--- src/lisc_pkg.sv ---
`timescale 1ns / 1ps
`default_nettype none
// ----------------------------------------------------------------------------
// lisc_pkg
// Shared types and defaults of the longest increasing subsequence core.
// ----------------------------------------------------------------------------
package lisc_pkg;

  // Default store depth and value width
  localparam int MAX_ELEMENTS_DEF = 64;
  localparam int VALUE_WIDTH_DEF  = 32;

  // Sequencer states
  typedef enum logic [3:0] {
    ST_LOAD,
    ST_DP_OUTER,
    ST_DP_PIVOT,
    ST_DP_INNER,
    ST_SCAN,
    ST_TRACE,
    ST_EM_TRACE,
    ST_EM_VALUE,
    ST_EM_OUT
  } lisc_state_t;

  // Result strobe and flags from the sequencer to the output register
  typedef struct packed {
    logic load;
    logic last_mark;
    logic dropped;
  } lisc_emit_t;

endpackage
`default_nettype wire

--- src/lisc_ram.sv ---
`timescale 1ns / 1ps
`default_nettype none
// ----------------------------------------------------------------------------
// lisc_ram
// Simple dual-port synchronous memory: one write port, one read port with
// registered read data that holds while no read is issued.
// ----------------------------------------------------------------------------
module lisc_ram import lisc_pkg::*; #(
  parameter  int DEPTH = MAX_ELEMENTS_DEF,
  parameter  int WIDTH = VALUE_WIDTH_DEF,
  localparam int AW    = $clog2(DEPTH)
) (
  input  wire logic             clk,
  input  wire logic             we,
  input  wire logic [AW-1:0]    waddr,
  input  wire logic [WIDTH-1:0] wdata,
  input  wire logic             re,
  input  wire logic [AW-1:0]    raddr,
  output logic      [WIDTH-1:0] rdata
);

  logic [WIDTH-1:0] mem [DEPTH];
  logic [WIDTH-1:0] rdata_r;

  // Write port
  always_ff @(posedge clk) begin
    if (we) begin
      mem[waddr] <= wdata;
    end
  end

  // Read port, registered read data
  always_ff @(posedge clk) begin
    if (re) begin
      rdata_r <= mem[raddr];
    end
  end

  assign rdata = rdata_r;

endmodule
`default_nettype wire

--- src/lisc_seq.sv ---
`timescale 1ns / 1ps
`default_nettype none
// ----------------------------------------------------------------------------
// lisc_seq
// Sequencer and datapath: loads the sequence, runs the quadratic run-length
// pass over the memories, finds the longest run, traces it back and steps
// through the result elements.
// ----------------------------------------------------------------------------
module lisc_seq import lisc_pkg::*; #(
  parameter  int MAX_ELEMENTS = MAX_ELEMENTS_DEF,
  parameter  int VALUE_WIDTH  = VALUE_WIDTH_DEF,
  localparam int IDX_W        = $clog2(MAX_ELEMENTS),
  localparam int LEN_W        = $clog2(MAX_ELEMENTS + 1)
) (
  input  wire logic                   clk,
  input  wire logic                   rst_n,
  // input transaction
  input  wire logic                   in_valid,
  input  wire logic [VALUE_WIDTH-1:0] in_value,
  input  wire logic                   in_last,
  output logic                        in_ready,
  // output register handoff
  input  wire logic                   out_free,
  output lisc_emit_t                  emit,
  output logic      [IDX_W-1:0]       emit_pos,
  output logic      [LEN_W-1:0]       emit_len,
  // value memory
  output logic                        vram_we,
  output logic      [IDX_W-1:0]       vram_waddr,
  output logic      [VALUE_WIDTH-1:0] vram_wdata,
  output logic                        vram_re,
  output logic      [IDX_W-1:0]       vram_raddr,
  input  wire logic [VALUE_WIDTH-1:0] vram_rdata,
  // run length memory
  output logic                        lram_we,
  output logic      [IDX_W-1:0]       lram_waddr,
  output logic      [LEN_W-1:0]       lram_wdata,
  output logic                        lram_re,
  output logic      [IDX_W-1:0]       lram_raddr,
  input  wire logic [LEN_W-1:0]       lram_rdata,
  // trace memory
  output logic                        tram_we,
  output logic      [IDX_W-1:0]       tram_waddr,
  output logic      [IDX_W-1:0]       tram_wdata,
  output logic                        tram_re,
  output logic      [IDX_W-1:0]       tram_raddr,
  input  wire logic [IDX_W-1:0]       tram_rdata
);

  localparam logic [LEN_W-1:0] MAX_LEN = LEN_W'(MAX_ELEMENTS);
  localparam logic [LEN_W-1:0] ONE     = LEN_W'(1);
  localparam logic [LEN_W-1:0] TWO     = LEN_W'(2);

  lisc_state_t state_r, state_nxt;

  // control registers
  logic [LEN_W-1:0] cnt_r, cnt_nxt;
  logic             ovf_r, ovf_nxt;
  logic [LEN_W-1:0] i_r, i_nxt;
  logic [LEN_W-1:0] j_r, j_nxt;
  logic [LEN_W-1:0] k_r, k_nxt;
  logic             pv_r, pv_nxt;
  logic [IDX_W-1:0] pj_r, pj_nxt;
  logic             go_r, go_nxt;

  // payload registers
  logic [VALUE_WIDTH-1:0] piv_val_r, piv_val_nxt;
  logic [LEN_W-1:0]       piv_len_r, piv_len_nxt;
  logic [LEN_W-1:0]       best_r, best_nxt;
  logic [IDX_W-1:0]       first_r, first_nxt;
  logic [LEN_W-1:0]       want_r, want_nxt;
  logic [IDX_W-1:0]       pos_r, pos_nxt;

  logic             in_acc;
  logic             full;
  logic             j_lt;
  logic             inner_done;
  logic             scan_done;
  logic             trace_done;
  logic             dp_hit;
  logic             tr_hit;
  logic             last_elem;
  logic [LEN_W-1:0] i_plus2;
  logic [LEN_W-1:0] want_dec;

  assign in_acc     = in_valid && in_ready;
  assign full       = (cnt_r == MAX_LEN);
  assign j_lt       = (j_r < cnt_r);
  assign inner_done = !j_lt && !pv_r;
  assign scan_done  = !j_lt && !pv_r;
  assign trace_done = !go_r && !pv_r;
  assign i_plus2    = i_r + TWO;
  assign want_dec   = want_r - ONE;
  assign last_elem  = ((k_r + ONE) == best_r);
  assign dp_hit     = ($signed(vram_rdata) > $signed(piv_val_r)) && (lram_rdata <= piv_len_r);
  assign tr_hit     = (want_r != '0) && (lram_rdata == want_r);

  // Next state
  always_comb begin
    state_nxt = state_r;
    unique case (state_r)
      ST_LOAD: begin
        if (in_acc && in_last) begin
          state_nxt = (cnt_r != '0) ? ST_DP_OUTER : ST_SCAN;
        end
      end
      ST_DP_OUTER: state_nxt = ST_DP_PIVOT;
      ST_DP_PIVOT: state_nxt = ST_DP_INNER;
      ST_DP_INNER: begin
        if (inner_done) begin
          state_nxt = (i_plus2 < cnt_r) ? ST_DP_OUTER : ST_SCAN;
        end
      end
      ST_SCAN: begin
        if (scan_done) begin
          state_nxt = ST_TRACE;
        end
      end
      ST_TRACE: begin
        if (trace_done) begin
          state_nxt = ST_EM_TRACE;
        end
      end
      ST_EM_TRACE: state_nxt = ST_EM_VALUE;
      ST_EM_VALUE: state_nxt = ST_EM_OUT;
      ST_EM_OUT: begin
        if (out_free) begin
          state_nxt = last_elem ? ST_LOAD : ST_EM_TRACE;
        end
      end
      default: state_nxt = ST_LOAD;
    endcase
  end

  // Memory controls, handshake and result strobe
  always_comb begin
    in_ready   = (state_r == ST_LOAD);

    vram_we    = (state_r == ST_LOAD) && in_acc && !full;
    vram_waddr = cnt_r[IDX_W-1:0];
    vram_wdata = in_value;
    vram_re    = 1'b0;
    vram_raddr = j_r[IDX_W-1:0];

    lram_we    = 1'b0;
    lram_waddr = pj_r;
    lram_wdata = piv_len_r + ONE;
    lram_re    = 1'b0;
    lram_raddr = j_r[IDX_W-1:0];

    tram_we    = (state_r == ST_TRACE) && pv_r && tr_hit;
    tram_waddr = want_dec[IDX_W-1:0];
    tram_wdata = pj_r;
    tram_re    = (state_r == ST_EM_TRACE);
    tram_raddr = k_r[IDX_W-1:0];

    unique case (state_r)
      ST_LOAD: begin
        // seed the run length of each stored element with one
        lram_we    = in_acc && !full;
        lram_waddr = cnt_r[IDX_W-1:0];
        lram_wdata = ONE;
      end
      ST_DP_OUTER: begin
        vram_re    = 1'b1;
        vram_raddr = i_r[IDX_W-1:0];
        lram_re    = 1'b1;
        lram_raddr = i_r[IDX_W-1:0];
      end
      ST_DP_INNER: begin
        vram_re = j_lt;
        lram_re = j_lt;
        lram_we = pv_r && dp_hit;
      end
      ST_SCAN: begin
        lram_re = j_lt;
      end
      ST_TRACE: begin
        lram_re = go_r;
      end
      ST_EM_VALUE: begin
        vram_re    = 1'b1;
        vram_raddr = tram_rdata;
      end
      default: begin
      end
    endcase

    emit.load      = (state_r == ST_EM_OUT) && out_free;
    emit.last_mark = last_elem;
    emit.dropped   = ovf_r;
    emit_pos       = pos_r;
    emit_len       = best_r;
  end

  // Datapath next values
  always_comb begin
    cnt_nxt     = cnt_r;
    ovf_nxt     = ovf_r;
    i_nxt       = i_r;
    j_nxt       = j_r;
    k_nxt       = k_r;
    pv_nxt      = pv_r;
    pj_nxt      = pj_r;
    go_nxt      = go_r;
    piv_val_nxt = piv_val_r;
    piv_len_nxt = piv_len_r;
    best_nxt    = best_r;
    first_nxt   = first_r;
    want_nxt    = want_r;
    pos_nxt     = pos_r;

    unique case (state_r)
      ST_LOAD: begin
        if (in_acc) begin
          if (!full) begin
            cnt_nxt = cnt_r + ONE;
          end else begin
            ovf_nxt = 1'b1;
          end
          if (in_last) begin
            i_nxt     = '0;
            j_nxt     = '0;
            pv_nxt    = 1'b0;
            best_nxt  = '0;
            first_nxt = '0;
          end
        end
      end
      ST_DP_PIVOT: begin
        // hold the outer element for the inner sweep
        piv_val_nxt = vram_rdata;
        piv_len_nxt = lram_rdata;
        j_nxt       = i_r + ONE;
        pv_nxt      = 1'b0;
      end
      ST_DP_INNER: begin
        pv_nxt = j_lt;
        pj_nxt = j_r[IDX_W-1:0];
        if (j_lt) begin
          j_nxt = j_r + ONE;
        end
        if (inner_done) begin
          i_nxt     = i_r + ONE;
          j_nxt     = '0;
          best_nxt  = '0;
          first_nxt = '0;
        end
      end
      ST_SCAN: begin
        pv_nxt = j_lt;
        pj_nxt = j_r[IDX_W-1:0];
        if (j_lt) begin
          j_nxt = j_r + ONE;
        end
        // keep the first position that reaches a new maximum
        if (pv_r && (lram_rdata > best_r)) begin
          best_nxt  = lram_rdata;
          first_nxt = pj_r;
        end
        if (scan_done) begin
          j_nxt    = LEN_W'(first_r);
          go_nxt   = 1'b1;
          want_nxt = best_r;
        end
      end
      ST_TRACE: begin
        // walk down from the first maximum
        pv_nxt = go_r;
        pj_nxt = j_r[IDX_W-1:0];
        if (go_r) begin
          if (j_r == '0) begin
            go_nxt = 1'b0;
          end else begin
            j_nxt = j_r - ONE;
          end
        end
        if (pv_r && tr_hit) begin
          want_nxt = want_dec;
        end
        if (trace_done) begin
          k_nxt = '0;
        end
      end
      ST_EM_VALUE: begin
        pos_nxt = tram_rdata;
      end
      ST_EM_OUT: begin
        if (out_free) begin
          if (last_elem) begin
            cnt_nxt = '0;
            ovf_nxt = 1'b0;
          end else begin
            k_nxt = k_r + ONE;
          end
        end
      end
      default: begin
      end
    endcase
  end

  // Control registers
  always_ff @(posedge clk) begin
    if (!rst_n) begin
      state_r <= ST_LOAD;
      cnt_r   <= '0;
      ovf_r   <= 1'b0;
      i_r     <= '0;
      j_r     <= '0;
      k_r     <= '0;
      pv_r    <= 1'b0;
      pj_r    <= '0;
      go_r    <= 1'b0;
    end else begin
      state_r <= state_nxt;
      cnt_r   <= cnt_nxt;
      ovf_r   <= ovf_nxt;
      i_r     <= i_nxt;
      j_r     <= j_nxt;
      k_r     <= k_nxt;
      pv_r    <= pv_nxt;
      pj_r    <= pj_nxt;
      go_r    <= go_nxt;
    end
  end

  // Payload registers
  always_ff @(posedge clk) begin
    piv_val_r <= piv_val_nxt;
    piv_len_r <= piv_len_nxt;
    best_r    <= best_nxt;
    first_r   <= first_nxt;
    want_r    <= want_nxt;
    pos_r     <= pos_nxt;
  end

  // A run length write never lands on the entry read in the same cycle
  a_rl_no_overlap: assert property (@(posedge clk) disable iff (!rst_n)
    (lram_we && lram_re) |-> (lram_waddr != lram_raddr))
    else $error("run length write collides with read");

  // The fill count stays within the store
  a_cnt_bound: assert property (@(posedge clk) disable iff (!rst_n)
    cnt_r <= MAX_LEN)
    else $error("fill count beyond store depth");

  // The scan always finds a run of at least one
  a_best_nonzero: assert property (@(posedge clk) disable iff (!rst_n)
    (state_r == ST_SCAN && scan_done) |-> (best_r != '0))
    else $error("scan ended with zero length");

  // The trace back places every element of the longest run
  a_trace_complete: assert property (@(posedge clk) disable iff (!rst_n)
    (state_r == ST_TRACE && trace_done) |-> (want_r == '0))
    else $error("trace back left elements unplaced");

endmodule
`default_nettype wire

--- src/longest_increasing_subsequence_core.sv ---
`timescale 1ns / 1ps
`default_nettype none
// ----------------------------------------------------------------------------
// longest_increasing_subsequence_core
// Loads a signed sequence, finds one longest strictly increasing
// subsequence with the quadratic run-length method and streams it out.
//
//   Channel | Direction | Handshake            | Payload
//   --------+-----------+----------------------+---------------------------------
//   in_     | input     | in_valid / in_ready  | value, last
//   out_    | output    | out_valid / out_ready| element, position, lis_length,
//           |           |                      | dropped, last_out
//
// Load stores each accepted value until the store is full. On the last one the
// run-length pass sweeps the memories, one compare per cycle of each inner sweep
// through the run length memory port, then scans for the maximum and traces it
// back. Each result is fetched by a trace memory read and then a value memory
// read; the output register lets the next result be fetched while one waits.
// Reset clears the control state only; the memories need no clearing pass.
// Input is taken only while loading.
// ----------------------------------------------------------------------------
module longest_increasing_subsequence_core import lisc_pkg::*; #(
  parameter  int MAX_ELEMENTS = MAX_ELEMENTS_DEF,
  parameter  int VALUE_WIDTH  = VALUE_WIDTH_DEF,
  localparam int IDX_W        = $clog2(MAX_ELEMENTS),
  localparam int LEN_W        = $clog2(MAX_ELEMENTS + 1)
) (
  input  wire logic                   clk,
  input  wire logic                   rst_n,
  // input channel
  input  wire logic                   in_valid,
  output logic                        in_ready,
  input  wire logic [VALUE_WIDTH-1:0] in_value,
  input  wire logic                   in_last,
  // result channel
  output logic                        out_valid,
  input  wire logic                   out_ready,
  output logic      [VALUE_WIDTH-1:0] out_element,
  output logic      [IDX_W-1:0]       out_position,
  output logic      [LEN_W-1:0]       out_lis_length,
  output logic                        out_dropped,
  output logic                        out_last_out
);

  lisc_emit_t emit;
  logic [IDX_W-1:0] emit_pos;
  logic [LEN_W-1:0] emit_len;
  logic             out_free;

  logic                   vram_we, vram_re;
  logic [IDX_W-1:0]       vram_waddr, vram_raddr;
  logic [VALUE_WIDTH-1:0] vram_wdata, vram_rdata;
  logic                   lram_we, lram_re;
  logic [IDX_W-1:0]       lram_waddr, lram_raddr;
  logic [LEN_W-1:0]       lram_wdata, lram_rdata;
  logic                   tram_we, tram_re;
  logic [IDX_W-1:0]       tram_waddr, tram_raddr;
  logic [IDX_W-1:0]       tram_wdata, tram_rdata;

  logic                   out_valid_r;
  logic [VALUE_WIDTH-1:0] out_element_r;
  logic [IDX_W-1:0]       out_position_r;
  logic [LEN_W-1:0]       out_lis_length_r;
  logic                   out_dropped_r;
  logic                   out_last_out_r;

  assign out_free = !out_valid_r || out_ready;

  lisc_seq #(
    .MAX_ELEMENTS (MAX_ELEMENTS),
    .VALUE_WIDTH  (VALUE_WIDTH)
  ) u_seq (
    .clk        (clk),
    .rst_n      (rst_n),
    .in_valid   (in_valid),
    .in_value   (in_value),
    .in_last    (in_last),
    .in_ready   (in_ready),
    .out_free   (out_free),
    .emit       (emit),
    .emit_pos   (emit_pos),
    .emit_len   (emit_len),
    .vram_we    (vram_we),
    .vram_waddr (vram_waddr),
    .vram_wdata (vram_wdata),
    .vram_re    (vram_re),
    .vram_raddr (vram_raddr),
    .vram_rdata (vram_rdata),
    .lram_we    (lram_we),
    .lram_waddr (lram_waddr),
    .lram_wdata (lram_wdata),
    .lram_re    (lram_re),
    .lram_raddr (lram_raddr),
    .lram_rdata (lram_rdata),
    .tram_we    (tram_we),
    .tram_waddr (tram_waddr),
    .tram_wdata (tram_wdata),
    .tram_re    (tram_re),
    .tram_raddr (tram_raddr),
    .tram_rdata (tram_rdata)
  );

  // Loaded values
  lisc_ram #(
    .DEPTH (MAX_ELEMENTS),
    .WIDTH (VALUE_WIDTH)
  ) u_value_ram (
    .clk   (clk),
    .we    (vram_we),
    .waddr (vram_waddr),
    .wdata (vram_wdata),
    .re    (vram_re),
    .raddr (vram_raddr),
    .rdata (vram_rdata)
  );

  // Run lengths
  lisc_ram #(
    .DEPTH (MAX_ELEMENTS),
    .WIDTH (LEN_W)
  ) u_length_ram (
    .clk   (clk),
    .we    (lram_we),
    .waddr (lram_waddr),
    .wdata (lram_wdata),
    .re    (lram_re),
    .raddr (lram_raddr),
    .rdata (lram_rdata)
  );

  // Trace back positions
  lisc_ram #(
    .DEPTH (MAX_ELEMENTS),
    .WIDTH (IDX_W)
  ) u_trace_ram (
    .clk   (clk),
    .we    (tram_we),
    .waddr (tram_waddr),
    .wdata (tram_wdata),
    .re    (tram_re),
    .raddr (tram_raddr),
    .rdata (tram_rdata)
  );

  // Output valid: set on load, drop on transaction
  always_ff @(posedge clk) begin
    if (!rst_n) begin
      out_valid_r <= 1'b0;
    end else if (emit.load) begin
      out_valid_r <= 1'b1;
    end else if (out_ready) begin
      out_valid_r <= 1'b0;
    end
  end

  // Output payload
  always_ff @(posedge clk) begin
    if (emit.load) begin
      out_element_r    <= vram_rdata;
      out_position_r   <= emit_pos;
      out_lis_length_r <= emit_len;
      out_dropped_r    <= emit.dropped;
      out_last_out_r   <= emit.last_mark;
    end
  end

  assign out_valid      = out_valid_r;
  assign out_element    = out_element_r;
  assign out_position   = out_position_r;
  assign out_lis_length = out_lis_length_r;
  assign out_dropped    = out_dropped_r;
  assign out_last_out   = out_last_out_r;

endmodule
`default_nettype wire

--- config.mk ---
export PLATFORM = sky130hd
export DESIGN_NAME = longest_increasing_subsequence_core
export DESIGN_NICKNAME = d
export VERILOG_FILES = /design/src/lisc_pkg.sv /design/src/lisc_ram.sv /design/src/lisc_seq.sv /design/src/longest_increasing_subsequence_core.sv
export SDC_FILE = /design/constraint.sdc
export NUM_CORES = 2
export LEC_CHECK = 0
export ABC_AREA = 1
export BUFFER_PORTS_ARGS = -buffer_cell sky130_fd_sc_hd__buf_2
export CAP_MARGIN = 20
export CELL_PAD_IN_SITES_DETAIL_PLACEMENT = 1
export CELL_PAD_IN_SITES_GLOBAL_PLACEMENT = 2
export CORE_MARGIN = 5
export CORE_UTILIZATION = 47
export DETAILED_ROUTE_END_ITERATION = 7
export PLACE_DENSITY = 0.82
export SLEW_MARGIN = 20
export SYNTH_ARGS = -nofsm -noshare
export SYNTH_HDL_FRONTEND = slang
export SYNTH_HIERARCHICAL = 1
export SYNTH_SLANG_ARGS = --single-unit
--- constraint.sdc ---
create_clock -name clk -period 8.5 [get_ports clk]
set_clock_uncertainty 0.2 [all_clocks]
set_input_delay 0 -clock clk [delete_from_list [all_inputs] [get_ports clk]]
set_output_delay 0 -clock clk [all_outputs]
set_load 0.02 [all_outputs]
==> results.sh <==
export IMPL_rows=190
export IMPL_gr_total_overflow=0
export IMPL_stdcell_count=14600
export IMPL_cts_setup_buffers=0
export IMPL_core_area_um2=268000
export IMPL_cts_hold_buffers=42
export IMPL_ioPinCount=86
export IMPL_via_per_inst=5.93
export IMPL_drv_slew=0
export IMPL_grt_start_max_net_pins=224
export IMPL_powerDensity_nw_per_um2=284
export IMPL_status="complete, no violations"
export IMPL_die_h_um=529
export IMPL_drtPass1Iterations=5
export IMPL_worst_path_max_fanout=223
export IMPL_tritoncts="yes"
export IMPL_finalSetupViolCount=0
export IMPL_grt_pass1_vias=88600
export IMPL_grt_usage=0.282
export IMPL_grt_pass1_wl_mm=588
export IMPL_startpoint_type="flop"
export IMPL_clk_latency_ps=890
export IMPL_drc=0
export IMPL_cts_buffer_depth=4
export IMPL_worstPathArrival_ps=6720
export IMPL_dpl_instance_area_um2=130000
export IMPL_drt_wl_total_mm=402
export IMPL_io_buffers=85
export IMPL_stdcell_area_um2=141000
export IMPL_clkSinkCount=3079
export IMPL_ir_worst_vdd_mv=0.188
export IMPL_synth_cell_types=47
export IMPL_dp_cells=13900
export IMPL_wl_per_cell_um=27.6
export IMPL_worstMarginPinSlew_ps=1250
export IMPL_fin_nets=10900
export IMPL_cts_root_buf="clkbuf_16"
export IMPL_fmax_mhz=161
export IMPL_synth_edf_count=3037
export IMPL_fill_cells=27500
export IMPL_syn_instance_count=10800
export IMPL_ff2ff_setup_slack_ps=2280
export IMPL_synthesis_area_um2=127000
export IMPL_dieArea_um2=280000
export IMPL_worstPathRequired_ps=9000
export IMPL_period_share=0.732
export IMPL_p_leak_nw=50.0
export IMPL_async_reset_ff_frac=0
export IMPL_tns_ps=0
export IMPL_ctsResizeCount=0
export IMPL_ys_ff_latch=3079
export IMPL_finalPower_w=0.0402
export IMPL_start_util=0.473
export IMPL_finalHoldViolCount=0
export IMPL_synthesis_nets=10900
export IMPL_htree_levels=5
export IMPL_crit_chain="nand2_2, nor2_1, nor2_1, inv_1, o211ai_1, buf_4, inv_16, buf_4, nand2_1, nand3_1, nand3_1, nand2_1, nand2_1, nand3_1, nand3_1, nand2_1"
export IMPL_post_route_min_period_ps=6220
export IMPL_antenna_left=0
export IMPL_slowest_stage="buf_4"
export IMPL_clk_pin_slew_worst_paths_ps=60
export IMPL_hold_class="in -> reg"
export IMPL_areaGrowthSynthToFinish_pct=11.4
export IMPL_relSlewSlack=0.170
export IMPL_synth_flop_cell="edfxtp_1"
export IMPL_max_stage_delay_ps=870
export IMPL_antenna_found_initial=20
export IMPL_drive_above_1_share=0.0814
export IMPL_vias=86400
export IMPL_cts_inserted_buffers=332
export IMPL_synth_area_per_cell_um2=11.8
export IMPL_ys_warn_count=6
export IMPL_gp_congestion=0.836
export IMPL_path_class="reg -> reg"
export IMPL_cap_viol_max_count=0
export IMPL_die_w_um=529
export IMPL_place_hpwl_mm=219
export IMPL_crit_path_end_kind="flop"
export IMPL_drt_first_iter_violations=8970
export IMPL_seq_area_frac_synth=0.726
export IMPL_rsz0062_at_grt="no"
[report_power, final]
| part | total (W) | internal (W) | switching, W |
|---|---|---|---|
| logic | 0.00773 | 0.00180 | 0.00593 |
| clock network | 0.0139 | 0.00801 | 0.00593 |
| registers | 0.0185 | 0.0179 | 0.000605 |
| total | 0.0402 | 0.0277 | 0.0125 |
[through the flow]
step / setup WS, ps / util / hold WS, ps
3_5_place_dp: 2400 / 0.486 / 93.7
5_1_grt: 1980 / 0.527 / 166
6_report: 2280 / 0.527 / 179
4_1_cts: 2310 / 0.526 / 114
3_3_place_gp: 2540 / 0.486 / 76.1
2_1_floorplan: 3030 / - / -78.5
[worst max-delay path: cells and delay by family, from the launching register on]
kind	cells	cell delay [ps]
compound gates	1	110
buf+inv	4	1860
simple gates	11	2790
flops	1	470
[final cells by class]
class	instances	area [um^2]	share of cell area
antenna	7	17.5	0.000124
clock buffer	407	8760	0.0620
multi-input combinational	6804	30900	0.219
clock inverter	179	1570	0.0111
inverter	195	782	0.00554
sequential	3079	92100	0.652
timing repair buffer	345	2690	0.0190
tap	3552	4440	0.0315
[path summary, 6_finish.rpt]
kind / startpoint / to / depth (start not counted)
setup / recovery: u_seq/state_r[2] / u_value_ram/rdata[8] / 16
hold / removal: in_value[0] / u_value_ram/mem[49][0] / 3
setup reg to reg: u_seq/state_r[2] / u_value_ram/rdata[8] / 16
hold reg to reg: u_seq/ovf_r / out_dropped / 0
[cells in the mapped netlist (10+ instances only)]
master    count  area share
buf_2       380       0.015
buf_4       127      0.0075
inv_1       173      0.0051
nand2_1    3510        0.10
dfxtp_1      42      0.0066
nand4_1      43      0.0021
clkbuf_1    117      0.0035
a21oi_2      10     0.00069
nand2_2      13     0.00064
nor2_1      256      0.0076
buf_1        61      0.0018
edfxtp_1   3037        0.72
inv_2        18     0.00053
xor2_1       18      0.0012
o21ai_0      53      0.0021
nor3_1       18     0.00071
nor4_1       25      0.0012
ha_1         69      0.0068
a21oi_1      65      0.0026
nand3_1    2673        0.11
[layer usage]
| metal | global-route usage | vias up | wire length (um) |
|---|---|---|---|
| li1 | - | 38000 | - |
| met1 | 0.383 | 44500 | 165000 |
| met2 | 0.473 | 3283 | 195000 |
| met3 | 0.0389 | 689 | 28700 |
| met4 | 0.0918 | 6 | 13800 |
| met5 | 0 | - | 41 |
[cells in the final DEF, fill, tap and decap left out, types with 5 or more instances in the layout]
master,count
inv_1,169
nor3_1,16
diode_2,7
inv_2,16
clkinv_2,46
xnor2_1,6
clkbuf_1,65
buf_2,85
nand2_2,14
o211ai_1,7
clkbuf_16,338
inv_6,8
o21ai_1,6
a21oi_2,10
o21ai_0,45
nor4_2,15
dfxtp_1,32
clkinv_1,94
ha_1,69
bufinv_16,23
nand2_1,3509
buf_4,199
buf_12,15
dlygate4sd3_1,42
nand3_1,2673
nor2_1,198
edfxtp_1,3037
a21oi_1,63
clkinv_8,5
dfxtp_4,7
nand4_1,43
nor2_4,64
nor4_1,10
xor2_1,18
[state kept, by name, indices dropped and copies added (netlist names), 4 cells and up]
signal and flops:
out_position 6, u_seq/piv_len_r 7, u_seq/j_r 7, u_seq/i_r 7, u_value_ram/rdata 32, u_seq/first_r 6
u_value_ram/mem 2048, u_trace_ram/mem 384, u_length_ram/rdata 7, u_seq/piv_val_r 32, out_element 32, u_seq/emit_len 7
u_seq/want_r 7, u_length_ram/mem 448, u_seq/cnt_r 7, out_lis_length 7, u_seq/state_r 4, u_seq/tram_wdata 6
u_seq/k_r 7, u_trace_ram/rdata 6, u_seq/emit_pos 6
[logic make-up after synthesis]
family	after synthesis	share of synthesized area
AO/OA/AOI/OAI	153	0.00703
buffers and inverters	891	0.0347
XOR/XNOR	24	0.00166
flip-flops	3079	0.726
adder cells (fa/ha/maj)	69	0.00681
AND/OR/NAND/NOR	6558	0.223
Note: power is estimated with default switching activity, not from simulation.
